==> config.mk <==
export PLATFORM = sky130hd
export DESIGN_NAME = line_edit_buffer
export DESIGN_NICKNAME = d
export VERILOG_FILES = /design/src/hw/rtl/leb_pkg.sv /design/src/hw/rtl/leb_datapath.sv /design/src/hw/rtl/leb_ctrl.sv /design/src/hw/rtl/line_edit_buffer.sv
export SDC_FILE = /design/constraint.sdc
export NUM_CORES = 1
export LEC_CHECK = 0
export BUFFER_PORTS_ARGS = -buffer_cell sky130_fd_sc_hd__buf_2
export CORE_ASPECT_RATIO = 1.5
export CORE_MARGIN = 2
export CORE_UTILIZATION = 40
export CTS_BUF_LIST = sky130_fd_sc_hd__clkbuf_16
export CTS_CLUSTER_DIAMETER = 40
export DETAILED_ROUTE_END_ITERATION = 12
export GPL_TIMING_DRIVEN = 0
export SETUP_SLACK_MARGIN = 0.5
export SLEW_MARGIN = 20
export SYNTH_ARGS = -nofsm -noshare
export SYNTH_HDL_FRONTEND = slang
export SYNTH_HIERARCHICAL = 1
export SYNTH_SLANG_ARGS = --single-unit
==> constraint.sdc <==
create_clock -name aclk -period 10.3 [get_ports aclk]
set_input_delay 2.06 -clock aclk [delete_from_list [all_inputs] [get_ports aclk]]
set_output_delay 2.06 -clock aclk [all_outputs]
set_load 0.01 [all_outputs]
==> src/hw/rtl/leb_pkg.sv <==
package leb_pkg;

    localparam int LINE_DEPTH_DEF = 64;
    localparam int CNT_W          = 6;
    localparam int KEY_W          = 8;

    localparam logic [KEY_W-1:0] KEY_CA       = 8'h01;
    localparam logic [KEY_W-1:0] KEY_CB       = 8'h02;
    localparam logic [KEY_W-1:0] KEY_CD       = 8'h04;
    localparam logic [KEY_W-1:0] KEY_CE       = 8'h05;
    localparam logic [KEY_W-1:0] KEY_CF       = 8'h06;
    localparam logic [KEY_W-1:0] KEY_BS       = 8'h08;
    localparam logic [KEY_W-1:0] KEY_LF       = 8'h0A;
    localparam logic [KEY_W-1:0] KEY_CK       = 8'h0B;
    localparam logic [KEY_W-1:0] KEY_CR       = 8'h0D;
    localparam logic [KEY_W-1:0] KEY_PRINT_LO = 8'h20;
    localparam logic [KEY_W-1:0] KEY_PRINT_HI = 8'h7E;
    localparam logic [KEY_W-1:0] KEY_DEL      = 8'h7F;

    typedef enum logic [3:0] {
        S_IDLE,
        S_DECODE,
        S_INS_CHK,
        S_INS_WR,
        S_DEL_CHK,
        S_DEL_WR,
        S_NL_RD,
        S_NL_EMIT,
        S_EMIT
    } leb_state_t;

    typedef enum logic [3:0] {
        KC_PRINT,
        KC_BS,
        KC_CD,
        KC_CK,
        KC_CA,
        KC_CE,
        KC_CB,
        KC_CF,
        KC_NL,
        KC_OTHER
    } leb_key_t;

    typedef enum logic [2:0] {
        IDX_HOLD,
        IDX_LEN,
        IDX_CUR,
        IDX_CUR_M1,
        IDX_ZERO,
        IDX_INC,
        IDX_DEC
    } idx_op_t;

    typedef enum logic [2:0] {
        CUR_HOLD,
        CUR_ZERO,
        CUR_LEN,
        CUR_INC,
        CUR_DEC
    } cur_op_t;

    typedef enum logic [1:0] {
        LEN_HOLD,
        LEN_INC,
        LEN_DEC,
        LEN_CUR
    } len_op_t;

    typedef enum logic [1:0] {
        RA_IDX,
        RA_IDX_M1,
        RA_IDX_P1
    } rd_sel_t;

    typedef enum logic {
        WR_KEY_AT_CUR,
        WR_DATA_AT_IDX
    } wr_sel_t;

    typedef struct packed {
        logic    load_key;
        logic    set_quit;
        idx_op_t idx_op;
        cur_op_t cur_op;
        len_op_t len_op;
        logic    rd_en;
        rd_sel_t rd_sel;
        logic    wr_en;
        wr_sel_t wr_sel;
        logic    emit;
        logic    emit_char;
    } leb_cmd_t;

    typedef struct packed {
        leb_key_t key_class;
        logic     len_zero;
        logic     cur_zero;
        logic     line_full;
        logic     cur_lt_len;
        logic     idx_gt_cur;
        logic     idx_p1_lt_len;
        logic     idx_p1_eq_len;
        logic     out_free;
    } leb_status_t;

endpackage

==> src/hw/rtl/leb_datapath.sv <==
module leb_datapath
    import leb_pkg::*;
#(
    parameter int LINE_DEPTH = LINE_DEPTH_DEF
) (
    input  logic             aclk,
    input  logic             aresetn,
    input  logic [KEY_W-1:0] s_key_byte,
    input  leb_cmd_t         cmd,
    output leb_status_t      status,
    output logic             m_valid,
    input  logic             m_ready,
    output logic [7:0]       m_line_char,
    output logic             m_char_valid,
    output logic             m_last,
    output logic [CNT_W-1:0] m_cursor_out,
    output logic [CNT_W-1:0] m_length_out,
    output logic             m_line_done,
    output logic             m_quit
);

    localparam int PTR_W = $clog2(LINE_DEPTH);
    localparam logic [PTR_W-1:0] LEN_MAX = PTR_W'(LINE_DEPTH - 1);

    logic [7:0] line_mem [LINE_DEPTH];

    logic [KEY_W-1:0] key_reg, key_next;
    logic             quit_reg, quit_next;
    logic [PTR_W-1:0] idx_reg, idx_next;
    logic [PTR_W-1:0] cursor_reg, cursor_next;
    logic [PTR_W-1:0] length_reg, length_next;
    logic [7:0]       rd_data_reg;

    logic             m_valid_reg, m_valid_next;
    logic [7:0]       line_char_reg, line_char_next;
    logic             char_valid_reg, char_valid_next;
    logic             last_reg, last_next;
    logic [CNT_W-1:0] cursor_out_reg, cursor_out_next;
    logic [CNT_W-1:0] length_out_reg, length_out_next;
    logic             line_done_reg, line_done_next;
    logic             quit_out_reg, quit_out_next;

    logic [PTR_W-1:0] rd_addr;
    logic [PTR_W-1:0] wr_addr;
    logic [7:0]       wr_data;
    logic [PTR_W:0]   idx_p1;
    leb_key_t         key_class;

    always_comb begin
        unique case (key_reg) inside
            [KEY_PRINT_LO:KEY_PRINT_HI]: key_class = KC_PRINT;
            KEY_BS, KEY_DEL:             key_class = KC_BS;
            KEY_CD:                      key_class = KC_CD;
            KEY_CK:                      key_class = KC_CK;
            KEY_CA:                      key_class = KC_CA;
            KEY_CE:                      key_class = KC_CE;
            KEY_CB:                      key_class = KC_CB;
            KEY_CF:                      key_class = KC_CF;
            KEY_CR, KEY_LF:              key_class = KC_NL;
            default:                     key_class = KC_OTHER;
        endcase
    end

    assign idx_p1 = {1'b0, idx_reg} + (PTR_W + 1)'(1);

    always_comb begin
        status.key_class     = key_class;
        status.len_zero      = (length_reg == '0);
        status.cur_zero      = (cursor_reg == '0);
        status.line_full     = (length_reg == LEN_MAX);
        status.cur_lt_len    = (cursor_reg < length_reg);
        status.idx_gt_cur    = (idx_reg > cursor_reg);
        status.idx_p1_lt_len = (idx_p1 < {1'b0, length_reg});
        status.idx_p1_eq_len = (idx_p1 == {1'b0, length_reg});
        status.out_free      = !m_valid_reg || m_ready;
    end

    always_comb begin
        unique case (cmd.rd_sel)
            RA_IDX:    rd_addr = idx_reg;
            RA_IDX_M1: rd_addr = idx_reg - PTR_W'(1);
            RA_IDX_P1: rd_addr = idx_reg + PTR_W'(1);
            default:   rd_addr = idx_reg;
        endcase
        unique case (cmd.wr_sel)
            WR_KEY_AT_CUR: begin
                wr_addr = cursor_reg;
                wr_data = key_reg;
            end
            default: begin
                wr_addr = idx_reg;
                wr_data = rd_data_reg;
            end
        endcase
    end

    always_ff @(posedge aclk) begin
        if (cmd.wr_en) begin
            line_mem[wr_addr] <= wr_data;
        end
        if (cmd.rd_en) begin
            rd_data_reg <= line_mem[rd_addr];
        end
    end

    always_comb begin
        key_next = cmd.load_key ? s_key_byte : key_reg;

        quit_next = quit_reg;
        if (cmd.load_key) begin
            quit_next = 1'b0;
        end
        if (cmd.set_quit) begin
            quit_next = 1'b1;
        end

        unique case (cmd.idx_op)
            IDX_HOLD:   idx_next = idx_reg;
            IDX_LEN:    idx_next = length_reg;
            IDX_CUR:    idx_next = cursor_reg;
            IDX_CUR_M1: idx_next = cursor_reg - PTR_W'(1);
            IDX_ZERO:   idx_next = '0;
            IDX_INC:    idx_next = idx_reg + PTR_W'(1);
            IDX_DEC:    idx_next = idx_reg - PTR_W'(1);
            default:    idx_next = idx_reg;
        endcase

        unique case (cmd.cur_op)
            CUR_HOLD: cursor_next = cursor_reg;
            CUR_ZERO: cursor_next = '0;
            CUR_LEN:  cursor_next = length_reg;
            CUR_INC:  cursor_next = cursor_reg + PTR_W'(1);
            CUR_DEC:  cursor_next = cursor_reg - PTR_W'(1);
            default:  cursor_next = cursor_reg;
        endcase

        unique case (cmd.len_op)
            LEN_HOLD: length_next = length_reg;
            LEN_INC:  length_next = length_reg + PTR_W'(1);
            LEN_DEC:  length_next = length_reg - PTR_W'(1);
            LEN_CUR:  length_next = cursor_reg;
            default:  length_next = length_reg;
        endcase
    end

    always_comb begin
        m_valid_next    = m_valid_reg;
        line_char_next  = line_char_reg;
        char_valid_next = char_valid_reg;
        last_next       = last_reg;
        cursor_out_next = cursor_out_reg;
        length_out_next = length_out_reg;
        line_done_next  = line_done_reg;
        quit_out_next   = quit_out_reg;
        if (cmd.emit) begin
            m_valid_next    = 1'b1;
            line_char_next  = cmd.emit_char ? rd_data_reg : 8'h00;
            char_valid_next = cmd.emit_char;
            last_next       = cmd.emit_char ? status.idx_p1_eq_len : 1'b1;
            cursor_out_next = CNT_W'(cursor_reg);
            length_out_next = CNT_W'(length_reg);
            line_done_next  = (key_class == KC_NL);
            quit_out_next   = quit_reg;
        end else if (m_ready) begin
            m_valid_next = 1'b0;
        end
    end

    always_ff @(posedge aclk) begin
        if (!aresetn) begin
            quit_reg    <= 1'b0;
            idx_reg     <= '0;
            cursor_reg  <= '0;
            length_reg  <= '0;
            m_valid_reg <= 1'b0;
        end else begin
            quit_reg    <= quit_next;
            idx_reg     <= idx_next;
            cursor_reg  <= cursor_next;
            length_reg  <= length_next;
            m_valid_reg <= m_valid_next;
        end
    end

    always_ff @(posedge aclk) begin
        key_reg        <= key_next;
        line_char_reg  <= line_char_next;
        char_valid_reg <= char_valid_next;
        last_reg       <= last_next;
        cursor_out_reg <= cursor_out_next;
        length_out_reg <= length_out_next;
        line_done_reg  <= line_done_next;
        quit_out_reg   <= quit_out_next;
    end

    assign m_valid      = m_valid_reg;
    assign m_line_char  = line_char_reg;
    assign m_char_valid = char_valid_reg;
    assign m_last       = last_reg;
    assign m_cursor_out = cursor_out_reg;
    assign m_length_out = length_out_reg;
    assign m_line_done  = line_done_reg;
    assign m_quit       = quit_out_reg;

endmodule

==> src/hw/rtl/leb_ctrl.sv <==
module leb_ctrl
    import leb_pkg::*;
(
    input  logic        aclk,
    input  logic        aresetn,
    input  logic        s_valid,
    output logic        s_ready,
    input  leb_status_t status,
    output leb_cmd_t    cmd
);

    leb_state_t state_reg, state_next;

    always_ff @(posedge aclk) begin
        if (!aresetn) begin
            state_reg <= S_IDLE;
        end else begin
            state_reg <= state_next;
        end
    end

    always_comb begin
        state_next    = state_reg;
        s_ready       = 1'b0;
        cmd.load_key  = 1'b0;
        cmd.set_quit  = 1'b0;
        cmd.idx_op    = IDX_HOLD;
        cmd.cur_op    = CUR_HOLD;
        cmd.len_op    = LEN_HOLD;
        cmd.rd_en     = 1'b0;
        cmd.rd_sel    = RA_IDX;
        cmd.wr_en     = 1'b0;
        cmd.wr_sel    = WR_KEY_AT_CUR;
        cmd.emit      = 1'b0;
        cmd.emit_char = 1'b0;

        unique case (state_reg)
            S_IDLE: begin
                s_ready = 1'b1;
                if (s_valid) begin
                    cmd.load_key = 1'b1;
                    state_next   = S_DECODE;
                end
            end
            S_DECODE: begin
                state_next = S_EMIT;
                unique case (status.key_class)
                    KC_NL: begin
                        if (!status.len_zero) begin
                            cmd.idx_op = IDX_ZERO;
                            state_next = S_NL_RD;
                        end
                    end
                    KC_PRINT: begin
                        if (!status.line_full) begin
                            cmd.idx_op = IDX_LEN;
                            state_next = S_INS_CHK;
                        end
                    end
                    KC_BS: begin
                        if (!status.cur_zero) begin
                            cmd.cur_op = CUR_DEC;
                            cmd.idx_op = IDX_CUR_M1;
                            state_next = S_DEL_CHK;
                        end
                    end
                    KC_CD: begin
                        if (status.len_zero) begin
                            cmd.set_quit = 1'b1;
                        end else if (status.cur_lt_len) begin
                            cmd.idx_op = IDX_CUR;
                            state_next = S_DEL_CHK;
                        end
                    end
                    KC_CK: cmd.len_op = LEN_CUR;
                    KC_CA: cmd.cur_op = CUR_ZERO;
                    KC_CE: cmd.cur_op = CUR_LEN;
                    KC_CB: begin
                        if (!status.cur_zero) begin
                            cmd.cur_op = CUR_DEC;
                        end
                    end
                    KC_CF: begin
                        if (status.cur_lt_len) begin
                            cmd.cur_op = CUR_INC;
                        end
                    end
                    default: begin
                    end
                endcase
            end
            S_INS_CHK: begin
                if (status.idx_gt_cur) begin
                    cmd.rd_en  = 1'b1;
                    cmd.rd_sel = RA_IDX_M1;
                    state_next = S_INS_WR;
                end else begin
                    cmd.wr_en  = 1'b1;
                    cmd.wr_sel = WR_KEY_AT_CUR;
                    cmd.len_op = LEN_INC;
                    cmd.cur_op = CUR_INC;
                    state_next = S_EMIT;
                end
            end
            S_INS_WR: begin
                cmd.wr_en  = 1'b1;
                cmd.wr_sel = WR_DATA_AT_IDX;
                cmd.idx_op = IDX_DEC;
                state_next = S_INS_CHK;
            end
            S_DEL_CHK: begin
                if (status.idx_p1_lt_len) begin
                    cmd.rd_en  = 1'b1;
                    cmd.rd_sel = RA_IDX_P1;
                    state_next = S_DEL_WR;
                end else begin
                    cmd.len_op = LEN_DEC;
                    state_next = S_EMIT;
                end
            end
            S_DEL_WR: begin
                cmd.wr_en  = 1'b1;
                cmd.wr_sel = WR_DATA_AT_IDX;
                cmd.idx_op = IDX_INC;
                state_next = S_DEL_CHK;
            end
            S_NL_RD: begin
                cmd.rd_en  = 1'b1;
                cmd.rd_sel = RA_IDX;
                state_next = S_NL_EMIT;
            end
            S_NL_EMIT: begin
                if (status.out_free) begin
                    cmd.emit      = 1'b1;
                    cmd.emit_char = 1'b1;
                    if (status.idx_p1_eq_len) begin
                        state_next = S_IDLE;
                    end else begin
                        cmd.idx_op = IDX_INC;
                        state_next = S_NL_RD;
                    end
                end
            end
            S_EMIT: begin
                if (status.out_free) begin
                    cmd.emit   = 1'b1;
                    state_next = S_IDLE;
                end
            end
            default: state_next = S_IDLE;
        endcase
    end

endmodule

==> src/hw/rtl/line_edit_buffer.sv <==
// Single-line editor with emacs-style keys: each request carries one key byte, and
// the block answers with one result (cursor and length after the edit), or on CR/LF
// with one result per character of a non-empty line, the final one marked last. The
// line holds at most LINE_DEPTH-1 characters in a single-port memory, so timing
// follows from memory traffic: a cursor move or ignored key needs only decode and
// emit, an insert shifts the characters from the cursor on right and a delete those
// after it left; a line emission reads each character out. A new request is
// taken while the previous result still waits in the output register.
module line_edit_buffer
    import leb_pkg::*;
#(
    parameter int LINE_DEPTH = LINE_DEPTH_DEF
) (
    input  logic             aclk,
    input  logic             aresetn,
    input  logic             s_valid,
    output logic             s_ready,
    input  logic [KEY_W-1:0] s_key_byte,
    output logic             m_valid,
    input  logic             m_ready,
    output logic [7:0]       m_line_char,
    output logic             m_char_valid,
    output logic             m_last,
    output logic [CNT_W-1:0] m_cursor_out,
    output logic [CNT_W-1:0] m_length_out,
    output logic             m_line_done,
    output logic             m_quit
);

    leb_cmd_t    cmd;
    leb_status_t status;

    leb_ctrl u_ctrl (
        .aclk    (aclk),
        .aresetn (aresetn),
        .s_valid (s_valid),
        .s_ready (s_ready),
        .status  (status),
        .cmd     (cmd)
    );

    leb_datapath #(
        .LINE_DEPTH (LINE_DEPTH)
    ) u_datapath (
        .aclk         (aclk),
        .aresetn      (aresetn),
        .s_key_byte   (s_key_byte),
        .cmd          (cmd),
        .status       (status),
        .m_valid      (m_valid),
        .m_ready      (m_ready),
        .m_line_char  (m_line_char),
        .m_char_valid (m_char_valid),
        .m_last       (m_last),
        .m_cursor_out (m_cursor_out),
        .m_length_out (m_length_out),
        .m_line_done  (m_line_done),
        .m_quit       (m_quit)
    );

endmodule

==> impl_metrics.json <==
{
  "peakVddDrop_mv": 0.127,
  "ys_seq_area_share_pct": 67.3,
  "worst_pin_slew_ns": 1.25,
  "drc": 0,
  "final_cells": 2849,
  "place_hpwl_mm": 58.4,
  "coreArea_mm2": 0.0631,
  "routabilityCongestion": 0.979,
  "synth_nets": 1935,
  "clk_pin_slew_ns": 0.06,
  "synth-seq-cells": 576,
  "largest_reg_flops": 512,
  "top_usage_layer": "met2",
  "die_h_um": 312,
  "grt_max_degree": 65,
  "port_buffers": 37,
  "antenna_found_initial": 1,
  "hold_buffers": 0,
  "crit_fanout": 10,
  "cpPeakStageDelay_ns": 0.89,
  "clockBufferDepth": 3,
  "setup_violations": 0,
  "synthCells": 1895,
  "setup_tns_ns": 0,
  "yosys_warnings": 6,
  "p_leak_nw": 9.41,
  "dieArea_mm2": 0.0654,
  "power_density_mw_per_mm2": 190,
  "multi_input_area_mm2": 0.00769,
  "postCtsSetupBuffers": 0,
  "switchingPower_mw": 1.38,
  "grt_setup_unrepaired": "false",
  "via_per_inst": 6.04,
  "cp.required_ns": 10.63,
  "nNetsFinal": 2036,
  "worstPathCellList": "clkbuf_1 -> clkinv_1 -> ha_1 -> ha_1 -> nor2b_1 -> o21ai_0 -> a21oi_1 -> nor4_1 -> and3_1 -> ha_1 -> clkbuf_1 -> nor2b_1 -> o221a_2 -> nor2_1 -> buf_2 -> buf_1 -> clkbuf_1 -> nand3_1 -> nand3_1 -> o211ai_1",
  "switching_share_pct": 25.3,
  "drt_iter0_drc": 1942,
  "die_x_um": 210,
  "maxCapViolCount": 0,
  "cts_buffers": 58,
  "skew_ns": 0.0294,
  "p_seq_share_pct": 48.3,
  "final_util_pct": 45.5,
  "synth.distinct_cells": 81,
  "fillCellCount": 5606,
  "intPower_mw": 4.07,
  "grt_overflow": 0,
  "cts_resized": 0,
  "synth_edf_count": 552,
  "globalRouteTotalUtil_pct": 25.8,
  "path_class": "reg -> reg",
  "dp.cells": 2741,
  "regArea_mm2": 0.0171,
  "vias": 17200,
  "combinationalPowerShare_pct": 10.8,
  "period_share_pct": 85.6,
  "fin_crit_ns": 8.82,
  "avgSynthCellArea_um2": 13.4,
  "top_register": "u_datapath/line_mem",
  "met1_usage_pct": 28.4,
  "final_cell_mix": "edfxtp_1 (552), nand2_1 (322), nand3_1 (152)",
  "clkLatencyLatePin_ns": 0.65,
  "hold_path_class": "reg -> reg",
  "h-tree-depth": 2,
  "final_common_cell": "edfxtp_1",
  "crit_buf_inv": 6,
  "crit_path_start_kind": "flip-flop",
  "grt_use_met3_pct": 4.61,
  "status": "complete, no violations",
  "hold_viol": 0,
  "grt_pass1_wl_mm": 120,
  "yosysTopAreaCellShare_pct": 65.4,
  "drv_slew": 0,
  "ant_nets": 0,
  "ios": 38,
  "synth_top_cell_by_area": "edfxtp_1",
  "synthToLayoutAreaGrowth_pct": 13.3,
  "hold-worst-slack_ns": 0.438,
  "synth_area_leaders": "edfxtp_1 (65%), mux4_2 (6.0%), nand2_1 (4.8%)",
  "synthArstFlopShare_pct": 0,
  "drive_gt1_share_pct": 13.5,
  "cp-end-kind": "flip-flop",
  "crit_slowest_cell": "buf_1",
  "routed_wl_mm": 84.7,
  "cp.arrival_ns": 9.15,
  "grt_use_met2_pct": 44.9,
  "cts_tree": "built",
  "initial_core_util_pct": 40.2,
  "grt_pass1_vias": 16800,
  "synth_flop_cell": "edfxtp_1",
  "clkSinkCount": 576,
  "routedWlPerCell_um": 29.7,
  "slew_headroom_pct": 15.6,
  "crit_family": "buffers and inverters",
  "clock.fmax_ghz": 0.113,
  "rows": 113,
  "firstDrtPassIters": 5,
  "cts_root_buffer": "clkbuf_16",
  "synthesis.area_mm2": 0.0253,
  "clkPwrFrac_pct": 40.9
}
==> final timing paths <==
kind | from | endpoint | slack (ns) | depth (start not counted)
max | u_datapath/idx_reg[0] | u_datapath/rd_data_reg[5] | 1.48 | 20
min | u_datapath/quit_reg | u_datapath/m_quit | 0.44 | 0
max reg2reg | u_datapath/idx_reg[0] | u_datapath/rd_data_reg[5] | 1.48 | 20
min reg2reg | u_datapath/quit_reg | u_datapath/m_quit | 0.44 | 0
==> Yosys cell counts, drive strengths merged (7+ instances only) <==
master / number
nor4: 10
buf: 60
and3: 24
o211ai: 8
a311oi: 13
nor2: 127
o21ai: 53
clkbuf: 61
a21oi: 58
nor2b: 17
mux2i: 24
edfxtp: 552
a211oi: 19
nand2: 322
mux2: 17
inv: 32
dfxtp: 24
o21a: 7
nand4: 15
and2: 13
mux4: 67
xnor2: 11
nand2b: 18
a31oi: 22
nand3: 152
nor3: 31
ha: 27
==> worst register-to-register path: cells and delay by family (launching register included) <==
kind                     cells  cell delay, ns
adder cells (fa/ha/maj)      3            1.12
buffers and inverters        6            3.71
AND/OR/NAND/NOR              7            2.48
AO/OA/AOI/OAI                4            0.64
flip-flops                   1            0.58
==> power groups by stage <==
stage          Clock (mW)  Combinational [mW]  Sequential (mW)
2_1_floorplan           0               0.327             2.68
3_3_place_gp            0               0.555             2.68
3_5_place_dp            0               0.572             2.68
4_1_cts              2.25               0.574             2.63
5_1_grt              2.33               0.616             2.63
6_report             2.23               0.588             2.63
==> cell type report <==
class                      instances  area share, %
antenna                            1        0.00872
buffer                           121           1.89
clock buffer                      58           5.06
clock inverter                    49           1.95
inverter                          34          0.445
multi-input combinational       1164           26.8
sequential                       576           59.4
tap                              805           3.51
timing repair buffer              41          0.916
==> through the flow <==
| stage | setup slack (ns) | cell area, um2 | total power [mW] |
|---|---|---|---|
| floorplan | 5.04 | 25300 | 3.01 |
| global placement | 1.65 | 26500 | 3.24 |
| detailed placement | 1.84 | 26700 | 3.25 |
| CTS | 1.80 | 28700 | 5.45 |
| global route | 1.33 | 28700 | 5.58 |
| finish | 1.48 | 28700 | 5.44 |
==> routing by layer <==
metal / up-vias / wire, um
li1: 7395 / -
met1: 8589 / 28900
met2: 933 / 42400
met3: 299 / 6300
met4: 2 / 7030
met5: - / 10
==> logic make-up (layout without fill, tap and decap cells) <==
family	after synthesis	after routing	share of synthesized area [%]
XOR/XNOR	17	17	0.588
multiplexers	108	108	7.74
AND/OR/NAND/NOR	753	753	13.5
other	0	1	0
buffers and inverters	155	303	2.65
AO/OA/AOI/OAI	258	258	6.82
adder cells (fa/ha/maj)	28	28	1.41
flip-flops	576	576	67.3
(Power assumes the default switching activity.)
